### config.mk
export PLATFORM = sky130hd
export DESIGN_NAME = mae_div
export DESIGN_NICKNAME = d
export VERILOG_FILES = /design/src/mae_div.sv
export SDC_FILE = /design/constraint.sdc
export NUM_CORES = 1
export LEC_CHECK = 0
export ABC_AREA = 1
export BUFFER_PORTS_ARGS = -buffer_cell sky130_fd_sc_hd__buf_2
export CORE_ASPECT_RATIO = 1.2
export CORE_MARGIN = 2
export CORE_UTILIZATION = 30
export CTS_CLUSTER_SIZE = 28
export DETAILED_ROUTE_END_ITERATION = 8
export HOLD_SLACK_MARGIN = 0.05
export PLACE_DENSITY_LB_ADDON = 0.2
export SYNTH_ARGS = -nofsm -noshare
export SYNTH_HDL_FRONTEND = slang
export SYNTH_SLANG_ARGS = --single-unit
### constraint.sdc
create_clock -name clock -period 5 [get_ports clock]
set_input_delay 0.5 -clock clock [delete_from_list [all_inputs] [get_ports clock]]
set_output_delay 0.5 -clock clock [all_outputs]
set_load 0.02 [all_outputs]
### src/mae_div.sv
`default_nettype none
// Restoring divider, one quotient bit per cycle, magnitudes only.
module mae_div #(
   parameter int NW = 48,
   parameter int DW = 32
) (
   input  wire logic          clock,
   input  wire logic          reset,
   input  wire logic          start,
   input  wire logic [NW-1:0] num,
   input  wire logic [DW-1:0] den,
   output logic               done,
   output logic [NW-1:0]      quot
);
   localparam int CW = $clog2(NW + 1);
   logic [NW-1:0] q_ff, q_in;
   logic [DW:0] r_ff, r_in;
   logic [CW-1:0] cnt_ff, cnt_in;
   logic busy_ff, busy_in, done_ff, done_in;
   logic [DW:0] sh;

   always_comb begin
      q_in = q_ff;
      r_in = r_ff;
      cnt_in = cnt_ff;
      busy_in = busy_ff;
      done_in = 1'b0;
      sh = {r_ff[DW-1:0], q_ff[NW-1]};
      if (start) begin
         q_in = num;
         r_in = '0;
         cnt_in = CW'(NW);
         busy_in = 1'b1;
      end else if (busy_ff) begin
         q_in = {q_ff[NW-2:0], 1'b0};
         if (sh >= {1'b0, den}) begin
            r_in = sh - {1'b0, den};
            q_in[0] = 1'b1;
         end else begin
            r_in = sh;
         end
         cnt_in = cnt_ff - 1'b1;
         if (cnt_ff == CW'(1)) begin
            busy_in = 1'b0;
            done_in = 1'b1;
         end
      end
   end

   always_ff @(posedge clock) begin
      q_ff <= q_in;
      r_ff <= r_in;
      cnt_ff <= cnt_in;
      if (reset) begin
         busy_ff <= 1'b0;
         done_ff <= 1'b0;
      end else begin
         busy_ff <= busy_in;
         done_ff <= done_in;
      end
   end

   assign done = done_ff;
   assign quot = q_ff;
endmodule
`default_nettype wire

==> summary.txt, run 1 <==
Status
  • Outcome: completed

Floorplan
  • Initial Util: 0.304
  • Die Y-Extent: 166 um
  • Core area: 21600 sq um
  • Die ar.: 23200 sq um
  • Die X: 139 um
  • I/O pins: 132
  • Row cnt: slightly below 60

Clock network
  • CTS Buffer Depth: 2
  • Num CTS Buffers: 9
  • Clk_lat worst skew: 360 ps
  • Clk slew on worst S/H paths: 70 ps
  • CTS tree: built
  • Post-CTS resize count: 0
  • Clock sink count: 88
  • H-Tree Depth: 3
  • CTS root buffer: clkbuf_16
  • Cts hold-fix bufs: 0
  • Post-CTS setup buffer count: 0

Timing
  • Fin. max-slew vios: 0
  • Setup violators final: 0
  • Worst clock skew: 12.5 ps
  • Fin. Hold Viols: 0
  • Relative slew slack: 0.354
  • Worst slew pin tran: 967 ps
  • Setup TNS: 0 ps
  • Final period util: 0.548
  • Tmin final: around 2700 ps
  • RSZ-0062 raised after global routing: false
  • Peak Freq: 365 MHz

Min path
  • Worst hold path type: in2reg

Route
  • Per-cell routed wire length: 13.1 um
  • DR vias: about 6300
  • DR iter-0 viols: ~340
  • WL final: approximately 19000 um
  • DRT Pass-1 Iters: 5
  • Post-route ant nets: 0
  • Remaining DRCs: 0
  • Routed vias/inst: 4.41

Pwr
  • VDD IR-drop max: about 150 uV
  • P_leak: around 4.4 nW
  • Pwr/cell area: 238 nW/um^2

Layout
  • Final Non-Filler Cells: approximately 1400
  • Antenna diodes: 0
  • Nets: between 1000 and 1500
  • P&R area growth vs syn: 18.0%
  • Fillers: 2427
  • Share of cells above drive strength 1: 0.150

Critical path
  • Worst Path Max Fanout: 34
  • Startpoint Class: flip-flop
  • Crit path kind: reg2reg
  • Crit. End Element: flip-flop
  • Req. time, crit path: 5280 ps
  • Crit path DAT: a little over 3000 ps

Global route
  • Largest net degree at the start of global routing: 54
  • Remaining global-route overflow: 0
  • Tot GR Track Use: 0.162
  • First-pass GRT wire length: approximately 30000 um
  • Initial antenna violation count: 0
  • Vias in the first global route: roughly 6000

Synthesis
  • Leading area contributor after synthesis: nand2_1
  • Net Count, Synth: 1150
  • Most frequent cell after synthesis: nand2_1
  • Synth warnings: 0
  • Post-Syn Instances: 1032
  • Synth unique cells: 38
  • Asr flop ratio synth: 0
  • Synth top area share: 0.260
  • Mapped Avg Cell Area: 6.38 sq um
  • Post-synth top cells: 456 x nand2_1, 187 x inv_1, 83 x nand3_1
  • Post-synthesis sequential area ratio: 0.341
  • Post-synth EDFFs: 48
  • Top cells by area, synth: nand2_1 26%, edfxtp_1 22%, dfxtp_1 12%
  • Post-synth top flop: edfxtp_1
  • Seq cells post-synth: 88
  • Synth Cell Area: 6580 sq um

Placement
  • Final Wtd Congestion: 0.919
  • DP Cell Count: 1416
  • Dpl hpwl: about 14000 um
  • Port Buffer Count: 131

Flow run
  • Max_cap viols: 0
-- per-layer routing --
metal | vias to the layer above | track usage | wire [um]
li1 | 3407 | - | -
met2 | 125 | 0.269 | 8580
met3 | 26 | 0.0254 | 727
met1 | 2758 | 0.216 | 8950
met5 | - | 0 | 0
met4 | 0 | 0.0531 | 451
-- metrics by stage --
stage	total power, mW	hold WS, ps	area (sq um)	util	setup slack, ps
CTS	1.88	313	7770	0.359	2300
global placement	1.18	462	7470	0.346	1980
finish	1.85	328	7770	0.359	2260
detailed placement	1.18	461	7470	0.346	2000
floorplan	1.06	443	6580	-	2120
global route	1.94	324	7770	0.359	1950
-- cell usage in the layout (no fill, tap or decap), types with 2 or more instances in the layout --
| master | netlist | final |
|---|---|---|
| nand2_2 | 7 | 7 |
| nor2_2 | 4 | 5 |
| edfxtp_1 | 48 | 48 |
| nor3_1 | 4 | 4 |
| nor2_4 | 3 | 3 |
| o21bai_1 | 3 | 3 |
| xnor2_1 | 13 | 13 |
| nand2_1 | 456 | 456 |
| ha_1 | 34 | 34 |
| o21ai_0 | 7 | 7 |
| and2_1 | 4 | 4 |
| nand4_1 | 9 | 9 |
| clkbuf_16 | 0 | 9 |
| dfxtp_1 | 40 | 40 |
| nand3_1 | 83 | 83 |
| buf_2 | 5 | 131 |
| inv_6 | 0 | 2 |
| nand3b_1 | 13 | 13 |
| inv_8 | 0 | 2 |
| inv_2 | 1 | 2 |
| inv_1 | 187 | 186 |
| o21ai_1 | 10 | 10 |
| nor2_1 | 42 | 41 |
| buf_4 | 1 | 5 |
| a21oi_1 | 24 | 24 |
| o21a_1 | 2 | 2 |
-- worst paths after layout --
| check | from | end | slack (ps) | cells after the start |
|---|---|---|---|---|
| worst max-delay path | r_ff[27]$_SDFFE_PP0P_ | r_ff[4]$_SDFFE_PP0P_ | 2260 | 10 |
| worst min-delay path | reset | busy_ff$_SDFF_PP0_ | 330 | 2 |
| worst max register to register | r_ff[27]$_SDFFE_PP0P_ | r_ff[4]$_SDFFE_PP0P_ | 2260 | 10 |
| worst min register to register | r_ff[23]$_SDFFE_PP0P_ | r_ff[23]$_SDFFE_PP0P_ | 470 | 2 |
-- state kept, by name, summed over array words and instances (netlist names) --
signal,count
r_ff,32
done,1
busy_ff,1
quot,48
cnt_ff,6
-- cell type report --
class / instances / area [sq um] / share of cell area
well taps: 274 / 343 / 0.0441
flip-flops and latches: 88 / 2240 / 0.289
inverters: 189 / 709 / 0.0913
repair buffers: 136 / 693 / 0.0892
multi-input cells: 729 / 3490 / 0.449
clock inverters: 7 / 72.6 / 0.00934
clock buffers: 9 / 225 / 0.0290
-- worst max-delay path, stage by stage (launching register included) --
cell,delay (ps)
dfxtp_1,330
ha_1,360
a21oi_1,260
nand2_1,110
a21oi_1,140
nand2_1,110
nor2_4,740
nand2_8,280
nand2_1,150
nand3_1,80
o21ai_1,90
-- report_power, final --
part | internal, mW | switching (mW)
combinational | 0.107 | 0.205
clock | 0.354 | 0.343
sequential | 0.820 | 0.0233
-- cell families after synthesis --
logic type	count (synthesis)	synth area share
flops	88	0.341
xor+xnor	14	0.0186
compound gates	50	0.0412
simple gates	630	0.402
fa+ha+maj	35	0.0677
buf+inv	215	0.130
No activity file was read; power rests on OpenSTA's default activity.
==> inputs of run 2 (changes only) <==
--- a/config.mk
+++ b/config.mk
@@ -5,7 +5,7 @@
 export SDC_FILE = /design/constraint.sdc
 export NUM_CORES = 1
 export LEC_CHECK = 0
-export ABC_AREA = 1
+export ABC_AREA = 0
 export BUFFER_PORTS_ARGS = -buffer_cell sky130_fd_sc_hd__buf_2
 export CORE_ASPECT_RATIO = 1.2
 export CORE_MARGIN = 2
==> constraint.sdc (replaced) <==
create_clock -name clock -period 2.9 [get_ports clock]
set_input_delay 0.29 -clock clock [delete_from_list [all_inputs] [get_ports clock]]
set_output_delay 0.29 -clock clock [all_outputs]
set_load 0.02 [all_outputs]
==> run 2 against run 1 <==
Net effect: combinational power increased to 3.7 times the previous value; global-route usage down 0.50 points; synthesized cell count shrank 43%; first-iteration DRC count decreased by 49%; sequential power is 83% higher; sequential cell count is the same; critical endpoint is now r_ff[28]$_SDFFE_PP0P_.
==> summary.txt, run 2 <==
Synthesis
  • Synth warnings: 0
  • Synth top area share: 0.253
  • Synth Area in Adders: 0.0783
  • Synth Area in Compound Gates: 0.190
  • Synth unique cells: 68
  • Seq cells post-synth: 88
  • Net Count, Synth: 702
  • Xor/xnor cell area share of the yosys netlist: 0.0477
  • Top cells by area, synth: edfxtp_1 25%, dfxtp_1 14%, mux2_2 9.5%
  • Mapped Avg Cell Area: 9.74 sq um
  • Post-Syn Instances: 584
  • Post-synthesis mux area share: 0.107
  • Asr flop ratio synth: 0
  • Post-synth top flop: edfxtp_1
  • Post-synth top cells: 52 x nand2_1, 48 x edfxtp_1, 48 x mux2_2
  • Synth Cell Area: between 5000 and 6000 sq um
  • Post-Synth Simple-Gate Area: 0.123
  • Most frequent cell after synthesis: nand2_1
  • Post-synth EDFFs: between 40 and 50
  • Post-synthesis sequential area ratio: 0.394
  • Main combinational cell family by area after synthesis: compound AO/OA/AOI/OAI gates
  • Leading area contributor after synthesis: edfxtp_1

Flow run
  • Max_cap viols: 0

Route
  • Per-cell routed wire length: 15.4 um
  • WL final: 15500 um
  • DRT Pass-1 Iters: 4
  • Post-route ant nets: 0
  • Routed vias/inst: 4.93
  • Remaining DRCs: 0
  • DR iter-0 viols: around 170
  • DR vias: 4939

Critical path
  • Crit path DAT: 3040 ps
  • Slowest cell on the critical path: fa_1
  • Critical Path, Cell by Cell: inv_1 > ha_1 > fa_1 > nand2b_1 > a211oi_2 > buf_4 > o311ai_1 > a21oi_1 > a211oi_1 > buf_4 > o21ai_1 > xor2_1 > mux2i_1 > a211oi_1
  • Req. time, crit path: 3160 ps
  • Startpoint Class: flip-flop
  • Crit. End Element: flip-flop
  • Worst Path Buf+Inv: 3
  • Crit path kind: reg2reg
  • CP peak stage delay: about 400 ps
  • Crit path max-delay family: compound AO/OA/AOI/OAI gates
  • Worst Path Max Fanout: 3

Floorplan
  • Initial Util: 0.304
  • Core area: 18700 sq um
  • Die ar.: 20100 sq um
  • Die Y-Extent: 155 um
  • Row cnt: 55
  • Die X: 130 um
  • I/O pins: 132

Placement
  • Dpl hpwl: ~12000 um
  • Final Wtd Congestion: ~0.87
  • DP Cell Count: 985
  • Port Buffer Count: ~130
  • Placement Setup Slack: between 70 and 80 ps
  • DP Area: 6850 sq um

Timing
  • Fin. max-slew vios: 0
  • Tmin final: 2780 ps
  • Peak Freq: 359 MHz
  • Setup TNS: 0 ps
  • Relative slew slack: 0.394
  • Setup violators final: 0
  • Final period util: 0.960
  • PnR worst setup slack: 117 ps
  • Worst clock skew: 10.4 ps
  • RSZ-0062 raised after global routing: true
  • Worst slew pin tran: 906 ps
  • Fin. Hold Viols: 0

Layout
  • Design area: slightly above 7000 sq um
  • Share of cells above drive strength 1: 0.353
  • Antenna diodes: 0
  • Most frequent cells in the layout: 131 x buf_2, 52 x nand2_1, 48 x mux2_2, 48 x edfxtp_1, 46 x inv_1
  • Final Non-Filler Cells: 1001
  • Nets: 858
  • Number of flip-flops in the largest register: 48
  • P&R area growth vs syn: 26.8%
  • Commonest non-fill, non-tap cell in the layout: buf_2

Clock network
  • Clk slew on worst S/H paths: about 70 ps
  • CTS tree: built
  • H-Tree Depth: 3
  • CTS Buffer Depth: 2
  • Clock sink count: 88
  • Clk_lat worst skew: about 350 ps
  • CTS root buffer: clkbuf_16
  • Num CTS Buffers: 9
  • Post-CTS setup buffer count: 0

Status
  • Outcome: completed

Pwr
  • Pwr/cell area: ~560 nW/um^2
  • P_leak: 3.16 nW
  • VDD IR-drop max: 304 uV

Global route
  • Remaining global-route overflow: 0
  • Initial antenna violation count: 0
  • Tot GR Track Use: 0.157
  • Vias in the first global route: 5199
  • First-pass GRT wire length: 25100 um
  • Largest net degree at the start of global routing: ~50

Min path
  • Worst hold path type: in2reg
-- run 2: logic make-up after synthesis --
family | count (synthesis)
multiplexers | 55
adder cells (fa/ha/maj) | 35
AND/OR/NAND/NOR | 146
AO/OA/AOI/OAI | 155
buffers and inverters | 74
flip-flops | 88
XOR/XNOR | 31
-- run 2: final cells by class --
| type | count | area [sq um] |
|---|---|---|
| Timing Repair Buffer | 171 | 993 |
| Fill cell | 1938 | 11500 |
| Tap cell | 256 | 320 |
| Clock inverter | 7 | 111 |
| Sequential cell | 88 | 2240 |
| Multi-Input combinational cell | 422 | 3140 |
| Clock buffer | 9 | 225 |
| Inverter | 48 | 180 |
-- run 2: final timing paths --
check | cells after the start | end | startpoint | slack [ps]
min reg2reg | 2 | r_ff[5]$_SDFFE_PP0P_ | r_ff[5]$_SDFFE_PP0P_ | 470
max | 14 | r_ff[28]$_SDFFE_PP0P_ | quot[47]$_DFFE_PP_ | 120
min | 2 | busy_ff$_SDFF_PP0_ | reset | 110
max reg2reg | 14 | r_ff[28]$_SDFFE_PP0P_ | quot[47]$_DFFE_PP_ | 120
-- run 2: repair_timing --
action,in CTS,in global routing
gates resized for setup,0,4
hold buffers,0,0
setup endpoints to repair,0,8
-- run 2: routing by layer --
layer  global-route usage  vias up  share of wire
li1                     -     2441              -
met1                0.186     2336           0.42
met2                0.269      147           0.49
met3               0.0519       15          0.074
met4               0.0466        0          0.015
met5                    0        -              0
-- run 2: power breakdown --
part	total [mW]	leakage, nW	switching, mW	internal [mW]
clock network	1.33	0.164	0.560	0.775
logic	1.16	2.18	0.649	0.514
registers	1.54	0.812	0.0809	1.46
total	4.04	3.16	1.29	2.75
-- run 2: through the flow --
stage | power (mW) | hold WS [ps] | utilization
6_report | 4.04 | 106 | 0.385
5_1_grt | 4.28 | 100 | 0.385
4_1_cts | 4.09 | 90.4 | 0.384
3_5_place_dp | 2.73 | 467 | 0.366
3_3_place_gp | 2.72 | 461 | 0.366
2_1_floorplan | 2.35 | 362 | -
-- run 2: worst reg2reg max path, stage by stage (launching register included) --
cell	delay [ps]
edfxtp_1	350
inv_1	50
ha_1	200
fa_1	400
nand2b_1	200
a211oi_2	210
buf_4	160
o311ai_1	120
a21oi_1	150
a211oi_1	70
buf_4	150
o21ai_1	150
xor2_1	170
mux2i_1	100
a211oi_1	220
==> inputs of run 3 (changes only) <==
--- a/config.mk
+++ b/config.mk
@@ -5,8 +5,8 @@
 export SDC_FILE = /design/constraint.sdc
 export NUM_CORES = 1
 export LEC_CHECK = 0
-export ABC_AREA = 0
-export BUFFER_PORTS_ARGS = -buffer_cell sky130_fd_sc_hd__buf_2
+export ABC_AREA = 1
+export BUFFER_PORTS_ARGS = -buffer_cell sky130_fd_sc_hd__buf_4
 export CORE_ASPECT_RATIO = 1.2
 export CORE_MARGIN = 2
 export CORE_UTILIZATION = 30
==> run 3 against run 2 <==
Net effect: via count increased by 31%; global-route usage increased by 1.6 points; combinational power decreased by 46%; critical path depth increased by 2; core utilization decreased by 0.80 points; clock skew increased by 9.5 ps; cell area increased by 13%; worst setup slack improved by 460 ps; critical path type unchanged; largest power group unchanged.
==> summary.txt, run 3 (synthesis gave the netlist of run 1 again) <==
Status
  • Outcome: completed

Route
  • Remaining DRCs: 0
  • DR iter-0 viols: about 290
  • Routed vias/inst: 4.52
  • DRT Pass-1 Iters: 5
  • WL final: 19800 um
  • DR vias: 6490
  • Per-cell routed wire length: 13.8 um
  • Post-route ant nets: 0

Critical path
  • Crit path DAT: 2580 ps
  • Crit path kind: reg2reg
  • CP peak stage delay: 340 ps
  • Critical Path, Cell by Cell: ha_1 > nand2_1 > inv_1 > nand2_1 > nand2_1 > nand2_1 > nand3_2 > nand2_1 > nand2_1 > nand2_4 > buf_4 > nand3_1 > nand2_1 > inv_1 > nand2_1 > nand2_1
  • RR Startpoint: r_ff[2]$_SDFFE_PP0P_
  • Reg2reg end: r_ff[26]$_SDFFE_PP0P_
  • Slowest cell on the critical path: ha_1
  • Worst Path Max Fanout: 20
  • Crit. End Element: flip-flop
  • Reg2Reg Depth: 16
  • Most used cell, CP: nand2_1
  • Req. time, crit path: 3160 ps
  • Startpoint Class: flip-flop
  • Worst R2R Setup Slack: 580 ps

Placement
  • Placement Setup Slack: about 460 ps
  • Port Buffer Count: roughly 130
  • Final Wtd Congestion: 0.914
  • Dpl hpwl: 15600 um

Timing
  • Fin. max-slew vios: 0
  • PnR worst setup slack: 581 ps
  • Tmin final: around 2300 ps
  • RSZ-0062 raised after global routing: false
  • Setup violators final: 0
  • Peak Freq: 431 MHz
  • Relative slew slack: 0.626
  • Setup TNS: 0 ps
  • Final period util: 0.800
  • Fin. Hold Viols: 0
  • Worst clock skew: 19.8 ps
  • Final hold slack: between 90 and 100 ps
  • Worst slew pin tran: 562 ps

Min path
  • Hold-critical path depth: 2
  • Hold Crit Start: reset
  • Worst hold path type: in2reg
  • Hold EP: busy_ff$_SDFF_PP0_

Clock network
  • CTS Buffer Depth: 2
  • Clk_lat worst skew: ~370 ps
  • Post-CTS resize count: 0
  • Clk slew on worst S/H paths: 70 ps
  • Cts hold-fix bufs: 0
  • Clock sink count: 88
  • CTS root buffer: clkbuf_16
  • H-Tree Depth: 3
  • CTS tree: built
  • Post-CTS setup buffer count: 0
  • Num CTS Buffers: 9

Global route
  • Largest net degree at the start of global routing: 54
  • Remaining global-route overflow: 0
  • Vias in the first global route: 6277
  • Initial antenna violation count: 0
  • First-pass GRT wire length: 32200 um
  • Tot GR Track Use: 0.173

Layout
  • Nets: 1276
  • Number of flip-flops in the largest register: 48
  • Antenna diodes: 0
  • Most frequent cells in the layout: 456 x nand2_1, 186 x inv_1, 139 x buf_4, 83 x nand3_1, 48 x edfxtp_1
  • Share of cells above drive strength 1: 0.154
  • Seq. cell area: 2240 sq um
  • Fillers: 2419
  • Multi-input gate area: 3490 sq um
  • P&R area growth vs syn: 24.0%
  • Commonest non-fill, non-tap cell in the layout: nand2_1

Flow run
  • Max_cap viols: 0

Floorplan
  • I/O pins: 132
  • Row cnt: 59
  • Die Y-Extent: 166 um
  • Die X: 139 um
  • Initial Util: 0.304
  • Core area: approximately 22000 sq um
  • Die ar.: between 20000 and 25000 sq um

Pwr
  • VDD IR-drop max: between 300 and 400 uV
  • Pwr/cell area: slightly above 400 nW/um^2
  • P_leak: 4.54 nW
-- run 3: cell count changes in the layout (fill, tap and decap cells not counted), moves of 7 or more --
cell	delta
mux2i_1	-7
nand3b_1	+11
o21ai_1	-8
nand2_1	+404
a211oi_1	-26
inv_1	+140
buf_2	-131
buf_4	+102
a21o_1	-11
xor2_1	-14
mux2_2	-48
o21ai_0	-15
nand3_1	+73
-- run 3: metal layers --
| layer | global-route usage | vias up | part of all wire |
|---|---|---|---|
| met5 | 0 | - | 0 |
| met4 | 0.0646 | 0 | 0.026 |
| met3 | 0.0245 | 25 | 0.046 |
| met2 | 0.296 | 161 | 0.48 |
| met1 | 0.220 | 2883 | 0.45 |
| li1 | - | 3421 | - |
-- run 3: worst max path at each step --
stage	startpoint	endpoint	slack, ps
floorplan	start	quot[0]$_DFFE_PP_	230
global placement	den[7]	r_ff[25]$_SDFFE_PP0P_	470
detailed placement	den[8]	r_ff[25]$_SDFFE_PP0P_	460
CTS	r_ff[5]$_SDFFE_PP0P_	r_ff[25]$_SDFFE_PP0P_	550
global route	r_ff[2]$_SDFFE_PP0P_	r_ff[31]$_SDFFE_PP0P_	370
finish	r_ff[2]$_SDFFE_PP0P_	r_ff[26]$_SDFFE_PP0P_	580
-- run 3: power breakdown --
part	switching (mW)	total [mW]	internal, mW	leakage (nW)
clock	0.599	1.21	0.610	0.143
sequential	0.0431	1.46	1.41	0.817
combinational	0.361	0.621	0.259	3.58
total	1.00	3.29	2.28	4.54
-- run 3: layout make-up --
cell class | instances | share of cell area
Multi-Input combinational cell | 729 | 0.427
Sequential cell | 88 | 0.275
Timing Repair Buffer | 141 | 0.133
Inverter | 189 | 0.0869
Tap cell | 274 | 0.0420
Clock buffer | 9 | 0.0276
Clock inverter | 7 | 0.00889
-- run 3: through the flow --
| stage | area, sq um | power (mW) | std cells | util |
|---|---|---|---|---|
| floorplan | 6580 | 1.82 | 1032 | - |
| global route | 8160 | 3.44 | 1437 | 0.377 |
| CTS | 8160 | 3.33 | 1437 | 0.377 |
| detailed placement | 7860 | 2.11 | 1421 | 0.364 |
| finish | 8160 | 3.29 | 1437 | 0.377 |
| global placement | 7860 | 2.11 | 1421 | 0.364 |
-- run 3: critical path, delay by kind of cell (launching register included) --
family	cells	cell delay [ps]
AND/OR/NAND/NOR	12	1150
buffers and inverters	3	390
adder cells (fa/ha/maj)	1	340
flip-flops	1	320
